[src/rtl/md5de_pkg.sv]
// md5de_pkg: shared types, constants and round tables for the MD5 digest engine.
// Used by md5de_front, md5de_queue, md5de_back and md5_digest_engine.
package md5de_pkg;

  localparam logic [31:0] IV_A = 32'h67452301;
  localparam logic [31:0] IV_B = 32'hEFCDAB89;
  localparam logic [31:0] IV_C = 32'h98BADCFE;
  localparam logic [31:0] IV_D = 32'h10325476;
  localparam logic [7:0]  PAD_BYTE = 8'h80;
  localparam logic [2:0]  FULL_WORD_BYTES = 3'd4;

  typedef struct packed {
    logic [31:0] word;
    logic [2:0]  nbytes;
    logic        last;
  } item_t;

  typedef struct packed {
    logic pop;
    logic digest_load;
  } bk_status_t;

  function automatic logic [31:0] round_k(input logic [5:0] i);
    logic [31:0] k;
    case (i)
      6'd0:  k = 32'hd76aa478;  6'd1:  k = 32'he8c7b756;
      6'd2:  k = 32'h242070db;  6'd3:  k = 32'hc1bdceee;
      6'd4:  k = 32'hf57c0faf;  6'd5:  k = 32'h4787c62a;
      6'd6:  k = 32'ha8304613;  6'd7:  k = 32'hfd469501;
      6'd8:  k = 32'h698098d8;  6'd9:  k = 32'h8b44f7af;
      6'd10: k = 32'hffff5bb1;  6'd11: k = 32'h895cd7be;
      6'd12: k = 32'h6b901122;  6'd13: k = 32'hfd987193;
      6'd14: k = 32'ha679438e;  6'd15: k = 32'h49b40821;
      6'd16: k = 32'hf61e2562;  6'd17: k = 32'hc040b340;
      6'd18: k = 32'h265e5a51;  6'd19: k = 32'he9b6c7aa;
      6'd20: k = 32'hd62f105d;  6'd21: k = 32'h02441453;
      6'd22: k = 32'hd8a1e681;  6'd23: k = 32'he7d3fbc8;
      6'd24: k = 32'h21e1cde6;  6'd25: k = 32'hc33707d6;
      6'd26: k = 32'hf4d50d87;  6'd27: k = 32'h455a14ed;
      6'd28: k = 32'ha9e3e905;  6'd29: k = 32'hfcefa3f8;
      6'd30: k = 32'h676f02d9;  6'd31: k = 32'h8d2a4c8a;
      6'd32: k = 32'hfffa3942;  6'd33: k = 32'h8771f681;
      6'd34: k = 32'h6d9d6122;  6'd35: k = 32'hfde5380c;
      6'd36: k = 32'ha4beea44;  6'd37: k = 32'h4bdecfa9;
      6'd38: k = 32'hf6bb4b60;  6'd39: k = 32'hbebfbc70;
      6'd40: k = 32'h289b7ec6;  6'd41: k = 32'heaa127fa;
      6'd42: k = 32'hd4ef3085;  6'd43: k = 32'h04881d05;
      6'd44: k = 32'hd9d4d039;  6'd45: k = 32'he6db99e5;
      6'd46: k = 32'h1fa27cf8;  6'd47: k = 32'hc4ac5665;
      6'd48: k = 32'hf4292244;  6'd49: k = 32'h432aff97;
      6'd50: k = 32'hab9423a7;  6'd51: k = 32'hfc93a039;
      6'd52: k = 32'h655b59c3;  6'd53: k = 32'h8f0ccc92;
      6'd54: k = 32'hffeff47d;  6'd55: k = 32'h85845dd1;
      6'd56: k = 32'h6fa87e4f;  6'd57: k = 32'hfe2ce6e0;
      6'd58: k = 32'ha3014314;  6'd59: k = 32'h4e0811a1;
      6'd60: k = 32'hf7537e82;  6'd61: k = 32'hbd3af235;
      6'd62: k = 32'h2ad7d2bb;
      default: k = 32'heb86d391;
    endcase
    return k;
  endfunction

  function automatic logic [4:0] rot_amt(input logic [5:0] i);
    logic [4:0] s;
    case ({i[5:4], i[1:0]})
      4'd0:  s = 5'd7;   4'd1:  s = 5'd12;  4'd2:  s = 5'd17;  4'd3:  s = 5'd22;
      4'd4:  s = 5'd5;   4'd5:  s = 5'd9;   4'd6:  s = 5'd14;  4'd7:  s = 5'd20;
      4'd8:  s = 5'd4;   4'd9:  s = 5'd11;  4'd10: s = 5'd16;  4'd11: s = 5'd23;
      4'd12: s = 5'd6;   4'd13: s = 5'd10;  4'd14: s = 5'd15;
      default: s = 5'd21;
    endcase
    return s;
  endfunction

  function automatic logic [3:0] msg_index(input logic [5:0] i);
    logic [3:0] lo;
    logic [3:0] g;
    lo = i[3:0];
    case (i[5:4])
      2'd0:    g = lo;
      2'd1:    g = 4'(lo * 4'd5 + 4'd1);
      2'd2:    g = 4'(lo * 4'd3 + 4'd5);
      default: g = 4'(lo * 4'd7);
    endcase
    return g;
  endfunction

  function automatic logic [31:0] round_f(input logic [1:0] phase,
                                          input logic [31:0] b,
                                          input logic [31:0] c,
                                          input logic [31:0] d);
    logic [31:0] f;
    case (phase)
      2'd0:    f = (b & c) | (~b & d);
      2'd1:    f = (b & d) | (c & ~d);
      2'd2:    f = b ^ c ^ d;
      default: f = c ^ (b | ~d);
    endcase
    return f;
  endfunction

endpackage

[src/rtl/md5de_front.sv]
// md5de_front: input stage; registers each word and classifies its byte count.
// Depends on md5de_pkg; feeds md5de_queue.
module md5de_front (
  input  logic                clk,
  input  logic                rst,
  input  logic                s_tvalid,
  output logic                s_tready,
  input  logic [39:0]         s_tdata,   // [31:0] data_word, [34:32] valid_bytes, rest zero
  input  logic                s_tlast,
  output logic                push,
  output md5de_pkg::item_t    push_item,
  input  logic                q_full
);

  logic             held;
  md5de_pkg::item_t item;
  md5de_pkg::item_t item_next;

  assign s_tready  = !held || !q_full;
  assign push      = held && !q_full;
  assign push_item = item;

  always_comb begin
    item_next.word = s_tdata[31:0];
    item_next.last = s_tlast;
    if (!s_tlast || s_tdata[34:32] > md5de_pkg::FULL_WORD_BYTES) begin
      item_next.nbytes = md5de_pkg::FULL_WORD_BYTES;
    end else begin
      item_next.nbytes = s_tdata[34:32];
    end
  end

  always_ff @(posedge clk) begin
    if (rst) begin
      held <= 1'b0;
    end else if (s_tready) begin
      held <= s_tvalid;
    end
  end

  always_ff @(posedge clk) begin
    if (s_tvalid && s_tready) begin
      item <= item_next;
    end
  end

endmodule

[src/rtl/md5de_queue.sv]
// md5de_queue: short FIFO between the input stage and the compression back end.
// Depends on md5de_pkg for the entry type.
module md5de_queue #(
  parameter int DEPTH = 4
) (
  input  logic             clk,
  input  logic             rst,
  input  logic             push,
  input  md5de_pkg::item_t push_item,
  output logic             full,
  input  logic             pop,
  output logic             not_empty,
  output md5de_pkg::item_t pop_item
);

  localparam int PTR_W = (DEPTH > 1) ? $clog2(DEPTH) : 1;
  localparam int CNT_W = $clog2(DEPTH + 1);

  md5de_pkg::item_t mem [DEPTH];
  logic [PTR_W-1:0] wr_ptr;
  logic [PTR_W-1:0] rd_ptr;
  logic [CNT_W-1:0] count;

  assign full      = (count == CNT_W'(DEPTH));
  assign not_empty = (count != '0);
  assign pop_item  = mem[rd_ptr];

  always_ff @(posedge clk) begin
    if (push) begin
      mem[wr_ptr] <= push_item;
    end
  end

  always_ff @(posedge clk) begin
    if (rst) begin
      wr_ptr <= '0;
      rd_ptr <= '0;
      count  <= '0;
    end else begin
      if (push) begin
        wr_ptr <= (wr_ptr == PTR_W'(DEPTH - 1)) ? '0 : wr_ptr + 1'b1;
      end
      if (pop) begin
        rd_ptr <= (rd_ptr == PTR_W'(DEPTH - 1)) ? '0 : rd_ptr + 1'b1;
      end
      if (push && !pop) begin
        count <= count + 1'b1;
      end else if (pop && !push) begin
        count <= count - 1'b1;
      end
    end
  end

endmodule

[src/rtl/md5de_back.sv]
// md5de_back: block buffer, padding sequencer, one-round-per-cycle MD5 compression
// and digest output register. Depends on md5de_pkg.
module md5de_back (
  input  logic                   clk,
  input  logic                   rst,
  input  logic                   q_valid,
  input  md5de_pkg::item_t       q_item,
  output md5de_pkg::bk_status_t  status,
  output logic                   out_valid,
  input  logic                   out_ready,
  output logic [127:0]           out_data
);

  localparam logic [1:0] ST_IDLE = 2'd0;
  localparam logic [1:0] ST_FILL = 2'd1;
  localparam logic [1:0] ST_COMP = 2'd2;
  localparam logic [1:0] ST_ADD  = 2'd3;

  logic [1:0]  state;
  logic [3:0]  slot;
  logic [3:0]  fptr;
  logic [63:0] bit_count;
  logic        pad_pending;
  logic        len_lo;
  logic        finishing;
  logic        last_block;
  logic [5:0]  round;
  logic [31:0] chain [4];
  logic [31:0] a, b, c, d;
  logic [31:0] blk [16];

  logic        pop;
  logic        digest_ok;
  logic        digest_load;
  logic        load_work;
  logic        buf_we;
  logic [3:0]  buf_addr;
  logic [31:0] buf_wdata;
  logic [31:0] padded_word;
  logic [31:0] fill_word;
  logic [31:0] f_val;
  logic [31:0] sum;
  logic [63:0] rot_wide;
  logic [31:0] new_b;
  logic [31:0] s0, s1, s2, s3;

  assign pop         = (state == ST_IDLE) && q_valid;
  assign digest_ok   = !out_valid || out_ready;
  assign digest_load = (state == ST_ADD) && last_block && digest_ok;
  assign status      = '{pop: pop, digest_load: digest_load};

  always_comb begin
    case (q_item.nbytes)
      3'd0:    padded_word = {24'h0, md5de_pkg::PAD_BYTE};
      3'd1:    padded_word = {16'h0, md5de_pkg::PAD_BYTE, q_item.word[7:0]};
      3'd2:    padded_word = {8'h0, md5de_pkg::PAD_BYTE, q_item.word[15:0]};
      3'd3:    padded_word = {md5de_pkg::PAD_BYTE, q_item.word[23:0]};
      default: padded_word = q_item.word;
    endcase
  end

  always_comb begin
    if (pad_pending) begin
      fill_word = {24'h0, md5de_pkg::PAD_BYTE};
    end else if (fptr == 4'd14) begin
      fill_word = bit_count[31:0];
    end else if (fptr == 4'd15 && len_lo) begin
      fill_word = bit_count[63:32];
    end else begin
      fill_word = '0;
    end
  end

  always_comb begin
    buf_we    = 1'b0;
    buf_addr  = slot;
    buf_wdata = q_item.word;
    if (pop) begin
      buf_we    = 1'b1;
      buf_wdata = q_item.last ? padded_word : q_item.word;
    end else if (state == ST_FILL) begin
      buf_we    = 1'b1;
      buf_addr  = fptr;
      buf_wdata = fill_word;
    end
  end

  // Enter compression with the working words loaded from the chaining value.
  assign load_work = (pop && slot == 4'd15) || (state == ST_FILL && fptr == 4'd15);

  assign f_val    = md5de_pkg::round_f(round[5:4], b, c, d);
  assign sum      = a + f_val + md5de_pkg::round_k(round) + blk[md5de_pkg::msg_index(round)];
  assign rot_wide = {sum, sum} << md5de_pkg::rot_amt(round);
  assign new_b    = b + rot_wide[63:32];

  assign s0 = chain[0] + a;
  assign s1 = chain[1] + b;
  assign s2 = chain[2] + c;
  assign s3 = chain[3] + d;

  always_ff @(posedge clk) begin
    if (buf_we) begin
      blk[buf_addr] <= buf_wdata;
    end
  end

  always_ff @(posedge clk) begin
    if (load_work) begin
      a <= chain[0];
      b <= chain[1];
      c <= chain[2];
      d <= chain[3];
    end else if (state == ST_COMP) begin
      a <= d;
      b <= new_b;
      c <= b;
      d <= c;
    end
    if (digest_load) begin
      out_data <= {s3, s2, s1, s0};
    end
  end

  always_ff @(posedge clk) begin
    if (rst) begin
      state       <= ST_IDLE;
      slot        <= '0;
      fptr        <= '0;
      bit_count   <= '0;
      pad_pending <= 1'b0;
      len_lo      <= 1'b0;
      finishing   <= 1'b0;
      last_block  <= 1'b0;
      round       <= '0;
      chain[0]    <= md5de_pkg::IV_A;
      chain[1]    <= md5de_pkg::IV_B;
      chain[2]    <= md5de_pkg::IV_C;
      chain[3]    <= md5de_pkg::IV_D;
      out_valid   <= 1'b0;
    end else begin
      if (digest_load) begin
        out_valid <= 1'b1;
      end else if (out_ready) begin
        out_valid <= 1'b0;
      end
      case (state)
        ST_IDLE: begin
          if (pop) begin
            bit_count <= bit_count + {58'h0, q_item.nbytes, 3'b000};
            slot      <= slot + 1'b1;
            round     <= '0;
            if (q_item.last) begin
              pad_pending <= (q_item.nbytes == md5de_pkg::FULL_WORD_BYTES);
              if (slot == 4'd15) begin
                fptr      <= '0;
                finishing <= 1'b1;
                state     <= ST_COMP;
              end else begin
                fptr  <= slot + 1'b1;
                state <= ST_FILL;
              end
            end else if (slot == 4'd15) begin
              state <= ST_COMP;
            end
          end
        end
        ST_FILL: begin
          pad_pending <= 1'b0;
          fptr        <= fptr + 1'b1;
          round       <= '0;
          if (fptr == 4'd14 && !pad_pending) begin
            len_lo <= 1'b1;
          end
          if (fptr == 4'd15) begin
            last_block <= len_lo;
            finishing  <= !len_lo;
            state      <= ST_COMP;
          end
        end
        ST_COMP: begin
          round <= round + 1'b1;
          if (round == 6'd63) begin
            state <= ST_ADD;
          end
        end
        default: begin
          if (last_block) begin
            if (digest_ok) begin
              chain[0]   <= md5de_pkg::IV_A;
              chain[1]   <= md5de_pkg::IV_B;
              chain[2]   <= md5de_pkg::IV_C;
              chain[3]   <= md5de_pkg::IV_D;
              slot       <= '0;
              bit_count  <= '0;
              len_lo     <= 1'b0;
              last_block <= 1'b0;
              state      <= ST_IDLE;
            end
          end else begin
            chain[0] <= s0;
            chain[1] <= s1;
            chain[2] <= s2;
            chain[3] <= s3;
            if (finishing) begin
              finishing <= 1'b0;
              fptr      <= '0;
              state     <= ST_FILL;
            end else begin
              state <= ST_IDLE;
            end
          end
        end
      endcase
    end
  end

endmodule

[src/rtl/md5_digest_engine.sv]
// md5_digest_engine: MD5 digest over a stream of little-endian 32-bit words.
// Depends on md5de_pkg, md5de_front, md5de_queue and md5de_back.
//
// Usage:
//   Slave stream s_*: one message word per transaction. s_tdata[31:0] is the word
//   (byte 0 in bits 7:0), s_tdata[34:32] the valid byte count, used only when
//   s_tlast marks the final word (counts above 4 act as 4).
//   Master stream m_*: one 128-bit digest per message, A in bits 31:0 up to D
//   in bits 127:96.
// Timing:
//   A registered input stage and a QUEUE_DEPTH-entry queue take words while the
//   back end compresses. The back end stores one word per cycle while it is idle
//   and runs the 64 MD5 rounds one per cycle, then a chaining-add step, so the
//   rate for full blocks is set by the single round unit. After the final word,
//   padding and length words are written, and one or two compressions follow
//   before m_tvalid rises.
// Reset: rst clears the queue, loads the MD5 initial vector and drops m_tvalid.
// Stall: a held digest stays in the output register; the back end waits before
//   loading the next digest, and the queue then fills and drops s_tready.
module md5_digest_engine #(
  parameter int QUEUE_DEPTH = 4
) (
  input  logic         clk,
  input  logic         rst,
  input  logic         s_tvalid,
  output logic         s_tready,
  input  logic [39:0]  s_tdata,   // [31:0] data_word, [34:32] valid_bytes, rest zero
  input  logic         s_tlast,
  output logic         m_tvalid,
  input  logic         m_tready,
  output logic [127:0] m_tdata    // [63:0] digest_low, [127:64] digest_high
);

  logic                  q_push;
  logic                  q_full;
  logic                  q_valid;
  md5de_pkg::item_t      q_in;
  md5de_pkg::item_t      q_out;
  md5de_pkg::bk_status_t bk_status;

  md5de_front u_front (
    .clk       (clk),
    .rst       (rst),
    .s_tvalid  (s_tvalid),
    .s_tready  (s_tready),
    .s_tdata   (s_tdata),
    .s_tlast   (s_tlast),
    .push      (q_push),
    .push_item (q_in),
    .q_full    (q_full)
  );

  md5de_queue #(
    .DEPTH (QUEUE_DEPTH)
  ) u_queue (
    .clk       (clk),
    .rst       (rst),
    .push      (q_push),
    .push_item (q_in),
    .full      (q_full),
    .pop       (bk_status.pop),
    .not_empty (q_valid),
    .pop_item  (q_out)
  );

  md5de_back u_back (
    .clk       (clk),
    .rst       (rst),
    .q_valid   (q_valid),
    .q_item    (q_out),
    .status    (bk_status),
    .out_valid (m_tvalid),
    .out_ready (m_tready),
    .out_data  (m_tdata)
  );

`ifndef ASSERT_OFF
  a_push_room: assert property (@(posedge clk) disable iff (rst)
    q_push |-> !q_full) else $error("queue push while full");

  a_pop_data: assert property (@(posedge clk) disable iff (rst)
    bk_status.pop |-> q_valid) else $error("queue pop while empty");

  a_digest_room: assert property (@(posedge clk) disable iff (rst)
    bk_status.digest_load |-> (!m_tvalid || m_tready))
    else $error("digest overwrites a pending result");

  a_reset_out: assert property (@(posedge clk)
    rst |=> !m_tvalid) else $error("result valid after reset");
`endif

endmodule
[config.mk]
export PLATFORM = sky130hd
export DESIGN_NAME = md5_digest_engine
export DESIGN_NICKNAME = d
export VERILOG_FILES = /design/src/rtl/md5de_pkg.sv /design/src/rtl/md5de_front.sv /design/src/rtl/md5de_queue.sv /design/src/rtl/md5de_back.sv /design/src/rtl/md5_digest_engine.sv
export SDC_FILE = /design/constraint.sdc
export NUM_CORES = 2
export LEC_CHECK = 0
export ABC_AREA = 1
export BUFFER_PORTS_ARGS = -buffer_cell sky130_fd_sc_hd__buf_4
export CAP_MARGIN = 20
export CORE_ASPECT_RATIO = 0.5
export CORE_UTILIZATION = 23
export CTS_CLUSTER_DIAMETER = 120
export CTS_CLUSTER_SIZE = 40
export DETAILED_ROUTE_END_ITERATION = 8
export HOLD_SLACK_MARGIN = 0.08
export SLEW_MARGIN = 30
export SYNTH_ARGS = -nofsm -noshare
export SYNTH_HDL_FRONTEND = slang
export SYNTH_HIERARCHICAL = 1
export SYNTH_SLANG_ARGS = --single-unit
[constraint.sdc]
create_clock -name clk -period 13.9 [get_ports clk]
set_clock_uncertainty 0.1 [all_clocks]
set_input_delay 0.695 -clock clk [delete_from_list [all_inputs] [get_ports clk]]
set_output_delay 0.695 -clock clk [all_outputs]
set_load 0.1 [all_outputs]
==> impl_metrics.toml <==
[logic_synthesis]
synthesis.area_sq_um = 65200
synth_cells = 6980
synth_nets = 7325
post_synth.cell_area_avg_sq_um = 9.34
ys.warnings.count = 6

[cells_and_area]
share_of_cells_above_drive_strength_1 = 0.0755
final_cell_mix = "sky130_fd_sc_hd__nand2_1, sky130_fd_sc_hd__edfxtp_1, sky130_fd_sc_hd__nor2_1"
layout.filler_cells = 29952
area_growth_pct = 11.6
fin_cells = 10836
numnets_final = 7398
layout.cells.most_common = "sky130_fd_sc_hd__nand2_1"
finish.instance_area_sq_um = 72800

[drt]
routedWlPerCell_um = 18.9
wl_um = 205000
route.vias.total = 51439
detail_route.first_pass.iterations = 6
postRouteAntennaNets = 0
avgViaCountPerCell = 4.75
drt_iter0_drcs = 5336
route.detailed.drc = 0

[clock_tree]
worst_skew_pair.late_latency_ns = 0.75
cts_tree = "done"
cts_resized = 0
clockBufferDepth = 3
numCtsBuffers = 40
post_cts.repair.setup_buffers = 0
clock-root-buffer = "sky130_fd_sc_hd__clkbuf_16"
clock_sink_count = 1205
worst_setup_hold_path_clk_slew_ns = 0.14
cts.htree.levels = 2

[worst_setup_path]
critPathKind = "flip-flop to flip-flop"
cp_common_cell = "sky130_fd_sc_hd__nand2_1"
path_max_fanout = 45
reg2reg_from = "u_back/round[0]$_SDFFE_PP0P_"
worst_ep_arrival_time_ns = 10.75
crit_path_end_kind = "flip-flop"
cp-startpoint = "u_back/round[0]$_SDFFE_PP0P_"
crit_required_ns = 14.28
critical-path-max-stage-delay_ns = 0.66
number_of_buffer_and_inverter_instances_along_the_worst_setup_path = 7
timing.critical_path.from_type = "flip-flop"
path_delay_family = "compound AO/OA/AOI/OAI gates"
critPathSlowestCell = "sky130_fd_sc_hd__o21ai_2"

[floorplan]
die_ht_um = 379
floorplan.die.width_um = 755
number_of_core_rows = 137
core_region_area_sq_um = 280000
die-area_sq_um = 286000
top_level_ports = 175
start_util = 0.233

[grt]
largest_net_degree_at_the_start_of_global_routing = 116
wire_length_of_the_first_global_routing_pass_um = 304000
antenna_found_initial = 7
grt_usage = 0.138
number_of_global_route_vias_before_repair = 48208
grt-ovfl-total = 0

[place]
dp_cells = 10730
hpwlAfterDp_um = 146000
place_congestion = 0.946
port_buffers = 169
placed_area_sq_um = 71100

[run_status]
run_status = "complete, no violations"

[sta]
slew_headroom = 0.346
fmax_ghz = 0.0964
final-max-slew-violation-count = 0
fin_hold_ws_ns = 0.150
tightest_slew_ns = 0.981
layout_worst_path_cycle_share = 0.746
setup_tns_ns = 0
grt_setup_unrepaired = "false"
setup_viol_count_final = 0
clock_period_minus_final_worst_setup_slack_ns = 10.37
final_hold_fails = 0

[hold_path]
timing.hold.worst.start = "s_tvalid"
hold_path.class = "primary input to flip-flop"

[job]
drv.max_cap_violation_count = 0
[area by class of cell]
type | instances | area, sq um | share of cell area
clock inverters | 16 | 309 | 0.00424
repair buffers | 305 | 2390 | 0.0328
flip-flops and latches | 1205 | 34600 | 0.475
inverters | 776 | 2950 | 0.0405
clock buffers | 55 | 1060 | 0.0145
well taps | 3753 | 4700 | 0.0645
diodes | 1 | 2.50 | 0.0000344
multi-input cells | 4725 | 26800 | 0.369
[per-layer routing]
layer | GRT usage | vias up | routed length (um)
li1 | - | 24318 | -
met1 | 0.189 | 25140 | 90200
met2 | 0.230 | 1719 | 95700
met3 | 0.0155 | 260 | 13400
met4 | 0.0382 | 2 | 5940
met5 | 0 | - | 17
[worst reg2reg max path: cells and delay by family (launching register included)]
| kind | cells | cell delay, ns |
|---|---|---|
| xor gates and xnor gates | 2 | 0.44 |
| and+or+nand+nor | 12 | 1.45 |
| adders and majority gates | 6 | 2.11 |
| AOI/OAI and AO/OA | 16 | 3.90 |
| buffers and inverters | 7 | 1.58 |
| DFF | 1 | 0.60 |
[path summary, 6_finish.rpt]
| check | endpoint | slack [ns] | cells past startpoint |
|---|---|---|---|
| setup reg to reg | u_back/b[22]$_DFFE_PP_ | 3.53 | 43 |
| hold / removal | u_front/held$_SDFFE_PP0P_ | 0.15 | 3 |
| hold reg to reg | u_back/bit_count[63]$_SDFFE_PP0P_ | 0.39 | 2 |
| setup / recovery | u_back/b[22]$_DFFE_PP_ | 3.53 | 43 |
[per-stage QoR]
step | worst slack [ns] | util
2_1_floorplan | 6.18 | -
3_3_place_gp | 3.64 | 0.253
3_5_place_dp | 3.58 | 0.253
4_1_cts | 3.59 | 0.260
5_1_grt | 2.78 | 0.260
6_report | 3.53 | 0.260
[sequential cells by signal (all words and copies together), names as in the netlist, 3 cells and up, named ones only]
register           count
u_back/out_data      128
u_back/bit_count      61
u_back/fptr            4
u_back/blk           512
u_front/push_item     36
u_back/round           6
u_queue/mem          144
u_back/b              32
u_back/chain         128
u_back/a              32
u_back/c              32
u_queue/count          3
u_back/d              32
u_back/slot            4
[repair_timing]
| item | in CTS | in global routing |
|---|---|---|
| endpoints found under the hold margin | 33 | 0 |
| setup endpoints to repair | 0 | 0 |
| hold buffers | 33 | 0 |
Power is not shown: default switching activity piles up to over one toggle a cycle in this logic, so the estimate is an artifact.
